==> src/hdl/mrby_pkg.sv <==
// Shared types, constants and arithmetic helpers of the marker range/bearing/yaw core.
package mrby_pkg;

	localparam int CORDIC_STAGES_DEF = 16;
	localparam int SQRT_STEPS        = 32;
	localparam int NORM_STEPS        = 6;

	localparam int CFG_IDX_W  = 1;
	localparam int CFG_DATA_W = 25;
	localparam logic [CFG_IDX_W-1:0] REG_HALF_BASELINE = 1'b0;
	localparam logic [CFG_IDX_W-1:0] REG_ORIENT_OFFSET = 1'b1;

	localparam logic [16:0]        HALF_BASELINE_RST = 17'd3932;
	localparam logic signed [24:0] ORIENT_OFFSET_RST = 25'sd5898240;

	localparam logic signed [33:0] DEG90_Q24  = 34'sd1509949440;
	localparam logic signed [33:0] DEG180_Q24 = 34'sd3019898880;
	localparam logic signed [33:0] ROUND_HALF = 34'sd128;
	localparam logic signed [33:0] BEAR_LIM   = 34'sd5898240;
	localparam logic signed [33:0] YAW_LIM    = 34'sd11796480;

	typedef enum logic [1:0] {SEL_CORDIC, SEL_POS90, SEL_NEG90, SEL_ZERO} ang_sel_t;
	typedef enum logic [1:0] {OFS_NONE, OFS_POS180, OFS_NEG180} yofs_t;

	// One vectoring lane: magnitude bound, vector and accumulated angle (degrees Q.24).
	typedef struct packed {
		logic [63:0]        m;
		logic signed [63:0] x;
		logic signed [63:0] y;
		logic signed [33:0] z;
	} lane_t;

	typedef struct packed {
		logic        vld;
		logic [63:0] sq_n;
		logic [63:0] sq_r;
		lane_t       brg;
		lane_t       yaw;
		ang_sel_t    bsel;
		ang_sel_t    ysel;
		yofs_t       yofs;
	} core_t;

	// atan(2^-i) in degrees, Q.24.
	function automatic logic [29:0] atan_deg(input int unsigned i);
		logic [29:0] v;
		unique case (i)
			0: v = 30'd754974720;
			1: v = 30'd445687602;
			2: v = 30'd235489088;
			3: v = 30'd119537938;
			4: v = 30'd60000934;
			5: v = 30'd30029717;
			6: v = 30'd15018523;
			7: v = 30'd7509720;
			8: v = 30'd3754917;
			9: v = 30'd1877466;
			10: v = 30'd938734;
			11: v = 30'd469367;
			12: v = 30'd234684;
			13: v = 30'd117342;
			14: v = 30'd58671;
			15: v = 30'd29335;
			16: v = 30'd14668;
			17: v = 30'd7334;
			18: v = 30'd3667;
			19: v = 30'd1833;
			20: v = 30'd917;
			21: v = 30'd458;
			22: v = 30'd229;
			23: v = 30'd115;
			24: v = 30'd57;
			25: v = 30'd29;
			26: v = 30'd14;
			27: v = 30'd7;
			28: v = 30'd4;
			29: v = 30'd2;
			30: v = 30'd1;
			default: v = 30'd0;
		endcase
		return v;
	endfunction

	// One step of the binary search that brings the larger operand up to bit 59.
	function automatic lane_t norm_step(input lane_t a, input int unsigned s);
		lane_t       r;
		logic [63:0] lim;
		r   = a;
		lim = 64'd1 << (60 - s);
		if (a.m < lim) begin
			r.m = a.m << s;
			r.x = a.x <<< s;
			r.y = a.y <<< s;
		end
		return r;
	endfunction

	function automatic lane_t cordic_iter(input lane_t a, input int unsigned i);
		lane_t              r;
		logic signed [63:0] dx;
		logic signed [63:0] dy;
		logic signed [33:0] t;
		r  = a;
		dx = a.y >>> i;
		dy = a.x >>> i;
		t  = $signed({4'b0, atan_deg(i)});
		if (!a.y[63]) begin
			r.x = a.x + dx;
			r.y = a.y - dy;
			r.z = a.z + t;
		end else begin
			r.x = a.x - dx;
			r.y = a.y + dy;
			r.z = a.z - t;
		end
		return r;
	endfunction

endpackage

==> src/hdl/mrby_step.sv <==
// One core pipeline stage: a square root step, a normalize step or a CORDIC iteration.
module mrby_step #(
	parameter int J             = 0,
	parameter int CORDIC_STAGES = mrby_pkg::CORDIC_STAGES_DEF
) (
	input  logic            clk,
	input  logic            arst_n,
	input  logic            en,
	input  mrby_pkg::core_t d,
	output mrby_pkg::core_t q
);
	import mrby_pkg::*;

	localparam int          SQ_SH     = (J < SQRT_STEPS) ? (62 - 2 * J) : 0;
	localparam logic [63:0] SQ_BIT    = 64'd1 << SQ_SH;
	localparam int          NS        = (J < NORM_STEPS) ? (32 >> J) : 0;
	localparam bit          DO_CORDIC = (J >= NORM_STEPS) && (J < NORM_STEPS + CORDIC_STAGES);
	localparam int          CI        = DO_CORDIC ? (J - NORM_STEPS) : 0;

	core_t       nxt;
	core_t       dat_q;
	logic        vld_q;
	logic [63:0] trial;

	always_comb begin
		nxt   = d;
		trial = d.sq_r + SQ_BIT;
		if (J < SQRT_STEPS) begin
			if (d.sq_n >= trial) begin
				nxt.sq_n = d.sq_n - trial;
				nxt.sq_r = (d.sq_r >> 1) + SQ_BIT;
			end else begin
				nxt.sq_r = d.sq_r >> 1;
			end
		end
		if (J < NORM_STEPS) begin
			nxt.brg = norm_step(d.brg, NS);
			nxt.yaw = norm_step(d.yaw, NS);
		end else if (DO_CORDIC) begin
			nxt.brg = cordic_iter(d.brg, CI);
			nxt.yaw = cordic_iter(d.yaw, CI);
		end
	end

	always_ff @(posedge clk or negedge arst_n) begin
		if (!arst_n) begin
			vld_q <= 1'b0;
		end else if (en) begin
			vld_q <= d.vld;
		end
	end

	always_ff @(posedge clk) begin
		if (en) begin
			dat_q <= nxt;
		end
	end

	always_comb begin
		q     = dat_q;
		q.vld = vld_q;
	end

endmodule

==> config.mk <==
export PLATFORM = sky130hd
export DESIGN_NAME = mrby_step
export DESIGN_NICKNAME = d
export VERILOG_FILES = /design/src/hdl/mrby_pkg.sv /design/src/hdl/mrby_step.sv
export SDC_FILE = /design/constraint.sdc
export NUM_CORES = 1
export LEC_CHECK = 0
export ABC_AREA = 0
export ABC_CLOCK_PERIOD_IN_PS = 800
export BUFFER_PORTS_ARGS = -buffer_cell sky130_fd_sc_hd__buf_2
export CORE_AREA = 2 2 461 463
export CTS_CLUSTER_DIAMETER = 30
export DETAILED_ROUTE_END_ITERATION = 7
export DIE_AREA = 0 0 463 465
export PLACE_DENSITY_LB_ADDON = 0.2
export SKIP_LAST_GASP = 1
export SLEW_MARGIN = 40
export SYNTH_ARGS = -nofsm -noshare
export SYNTH_HDL_FRONTEND = slang
export SYNTH_SLANG_ARGS = --single-unit
==> constraint.sdc <==
create_clock -name clk -period 0.8 [get_ports clk]
set_input_delay 0 -clock clk [delete_from_list [all_inputs] [get_ports clk]]
set_output_delay 0 -clock clk [all_outputs]
set_load 0.01 [all_outputs]
==> summary.md <==
| Metric | Value |
|---|---|
| Top-count cell post-synth | `edfxtp_1` |
| Starting DRT DRC Count | `1,423` |
| I/O pin total | `1,177` |
| Pin count of the biggest net entering global routing | `43` |
| Sw power | `36.24 mW` |
| Area of the multi-input gates | `0.01000 mm^2` |
| CP required | `1310 ps` |
| Worst Clk Skew | `0 ps` |
| Syn nets | `2,512` |
| DR vias/cell | `3.579` |
| WL final | `168,100 um` |
| Post-route non-filler standard cell count | `7,567` |
| Clock-pin slew on the worst setup and hold paths | `40 ps` |
| Die width | `463 um` |
| CTS Buf Count | `191` |
| Tcrit/Tclk final | `2.626` |
| Worst min path class | `in -> reg` |
| PwrDens | `2294 mW/mm^2` |
| Die extent in y | `465 um` |
| Die area | `0.2153 mm^2` |
| Cell Int Power | `99.94 mW` |
| WP data arrival | `2610 ps` |
| Clock network power share | `0.540` |
| Clock sink total | `587` |
| Top-area cell type share of the netlist area | `0.6769` |
| Final hold vios | `33` |
| Met1 wire length | `64,110 um` |
| Storage element area | `0.01762 mm^2` |
| Least-Margin Pin Slew | `486.6 ps` |
| Max Buffers Root-to-Sink | `3` |
| Gr usage total | `0.1455` |
| H-Tree Depth | `4` |
| Port Buffer Count | `1,176` |
| Global-route wire length before repair | `220,700 um` |
| Post-synthesis cell area | `0.02599 mm^2` |
| Peak supply drop | `0.002078 V` |
| R2r setup slk | `-110 ps` |
| Post-synth cell types | `72` |
| Ys flop type | `edfxtp_1` |
| Commonest cells in the netlist | `586 x edfxtp_1, 189 x nor2b_1, 133 x mux2_2, 115 x nand2_1, 102 x o21ai_0` |
| Initial antenna violation count | `76` |
| Crit-path max FO | `7` |
| Syn Area/Cell | `14.00 um^2` |
| Final total power | `136.2 mW` |
| Syn Inst Count | `1,857` |
| Initial Utilization | `0.1233` |
| Final worst setup slack | `-1301 ps` |
| Combinational fraction of design power | `0.178` |
| Via count | `27,090` |
| Startpoint types | `primary input` |
| Switching share of power | `0.2661` |
| YS warnings | `0` |
| Worst-skew pair later-pin latency | `780 ps` |
| Setup WS pre-CTS | `-2715 ps` |
| Asr flop ratio synth | `0.001704` |
| Crit path kind | `in -> reg` |
| Clock root buffer | `clkbuf_16` |
| Result of the run | `finished with violations` |
| Sequential share of power | `0.281` |
| # DRC | `0` |
| Gr ovfl total | `0` |
| Vias in the first global route | `28,500` |
| Most used cell, CP | `buf_12` |
| Max Freq | `476.0 MHz` |
| Wire length on met2 | `87,940 um` |
| Synth area leader | `edfxtp_1` |
| WP buf/inv | `4` |
| Tmin final | `2101 ps` |
| Register area share after synthesis | `0.6779` |
| Crit path largest cell delay | `390 ps` |
| Slew Limit Fails | `0` |
| Max_slew headroom | `0.6722` |
| Final GP Congestion | `0.8789` |
| Filler Cell Count | `21,980` |
| Final #Nets | `5,223` |
| TritonCTS clock tree | `done` |
| DR WL met3 | `11,060 um` |
| Largest cells by area after synthesis | `edfxtp_1 68%, mux2_2 5.8%, nor2b_1 4.5%, ha_1 3.1%, a21o_1 2.4%` |
| Core area | `0.2108 mm^2` |
| Max-Cap Viols | `0` |
| Number of flops mapped to enable cells by yosys | `586` |
| DR pass1 iterations | `7` |
| Setup Viol. Count Final | `1,199` |
| Layout cells sized above 1 | `0.5294` |
| DPL Wire Length | `128,400 um` |
| Setup TNS | `-509,220 ps` |
| Row count | `169` |
| Register bit total from synthesis | `587` |
| DRT antenna net count | `0` |
| Slowest cell on crit path | `a311o_1` |
| Leak | `25.53 nW` |
| Cell family with most CP delay | `compound AO/OA/AOI/OAI gates` |
| # placed instances | `6,242` |
| Critical path cell sequence | `buf_12 > inv_12 > ha_4 > fa_2 > nand2b_4 > a21o_4 > a311o_1 > a21boi_2 > o21ai_4 > nand2_2 > o22ai_4 > buf_12 > buf_12 > nor4_4 > a31oi_1 > nor3b_2` |
| Area growth, synth to finish | `128.4%` |
| Wire per inst | `22.22 um` |
| Failing checks | `hold timing, setup timing` |
| Crit path capture type | `flop` |
| DR top layer | `met5` |
| Hold_ws | `-619.1 ps` |
| Unrepaired setup endpoints after global routing | `true` |
[state kept, by name, summed over array words and instances, names as in the netlist]
| name | count |
|---|---|
| q | 586 |
| vld_q | 1 |
[metal layers]
metal  global-route usage  up-vias
met4              0.04615       40
met3              0.04627      322
li1                     -    12450
met2               0.2674     1047
met1               0.1572    13230
met5                    0        -
[cells in the final DEF (no fill, tap or decap), types with 16 or more instances in the layout]
master / Yosys / final
nand2_1: 115 / 69
clkinv_2: 0 / 45
o21ai_2: 3 / 32
bufinv_16: 0 / 20
nor2b_4: 0 / 60
o21ai_0: 102 / 30
a21oi_1: 73 / 58
nand2_4: 0 / 17
nand2_2: 0 / 29
a21o_1: 82 / 80
buf_6: 2 / 176
clkbuf_16: 0 / 220
o21ai_1: 6 / 37
nor2b_1: 189 / 114
clkbuf_1: 77 / 30
buf_12: 0 / 49
buf_8: 0 / 31
mux2_4: 0 / 132
clkinv_1: 0 / 35
nor2_1: 56 / 53
buf_2: 7 / 1045
xnor2_1: 35 / 26
diode_2: 0 / 16
dlygate4sd3_1: 0 / 837
nor3_1: 22 / 17
nand4_1: 26 / 26
buf_4: 3 / 431
ha_1: 64 / 45
inv_1: 82 / 66
buf_16: 0 / 17
xor2_1: 24 / 21
edfxtp_1: 586 / 586
clkinvlp_4: 0 / 16
[worst register-to-register path, delay by kind of cell, from the launching register on]
| kind | cells | cell delay [ps] |
|---|---|---|
| multiplexers | 1 | 260 |
| buffers and inverters | 1 | 140 |
| flip-flops | 1 | 400 |
[power by group through the flow]
stage / logic, mW / registers (mW) / clock network, mW
after floorplan: 4.65 / 39.9 / 0
after global placement: 17.6 / 38.7 / 0
after detailed placement: 17.5 / 38.6 / 0
after CTS: 23.9 / 38.4 / 75.2
after global routing: 26.0 / 38.6 / 77.0
final: 24.3 / 38.3 / 73.6
[kinds of logic (layout without fill, tap and decap cells)]
kind of cell,Yosys count,after routing,share of synthesized area
flip-flops,587,587,0.6779
other,0,16,0
adder cells (fa/ha/maj),65,65,0.03158
XOR/XNOR,59,59,0.01988
AO/OA/AOI/OAI,349,349,0.08568
buffers and inverters,179,3052,0.02719
multiplexers,136,136,0.05877
AND/OR/NAND/NOR,482,482,0.09901
[per-stage QoR]
step,utilization,cell area [um^2]
floorplan,-,27130
global placement,0.1887,39780
detailed placement,0.1887,39780
CTS,0.2672,56330
global route,0.2815,59360
finish,0.2816,59360
[cell type report]
class                   instances  share of cell area
multi-input cells            1091              0.1685
flip-flops and latches        587              0.2969
inverters                      83            0.005754
well taps                    2821             0.05946
clock inverters               131             0.02428
clock buffers                 224             0.08330
repair buffers               2614              0.3612
diodes                         16           0.0006745
[final timing paths]
path | from | endpoint | cells after the start
min in group asynchronous | arst_n | vld_q | 4
setup / recovery | d[522] | q[583] | 16
setup reg to reg | vld_q | vld_q | 2
hold reg to reg | vld_q | vld_q | 2
max in group asynchronous | arst_n | vld_q | 4
hold / removal | d[488] | q[487] | 1
[repair_timing]
action / in CTS / in global routing
hold buffers: 796 / 88
buffers inserted: 26 / 58
resized for setup: 500 / 348
endpoints found under the setup margin: 1005 / 1114
endpoints found under the hold margin: 1174 / 113
pin swaps: 105 / 73
cloned: 11 / 36
No activity file was read; power rests on OpenSTA's default activity.
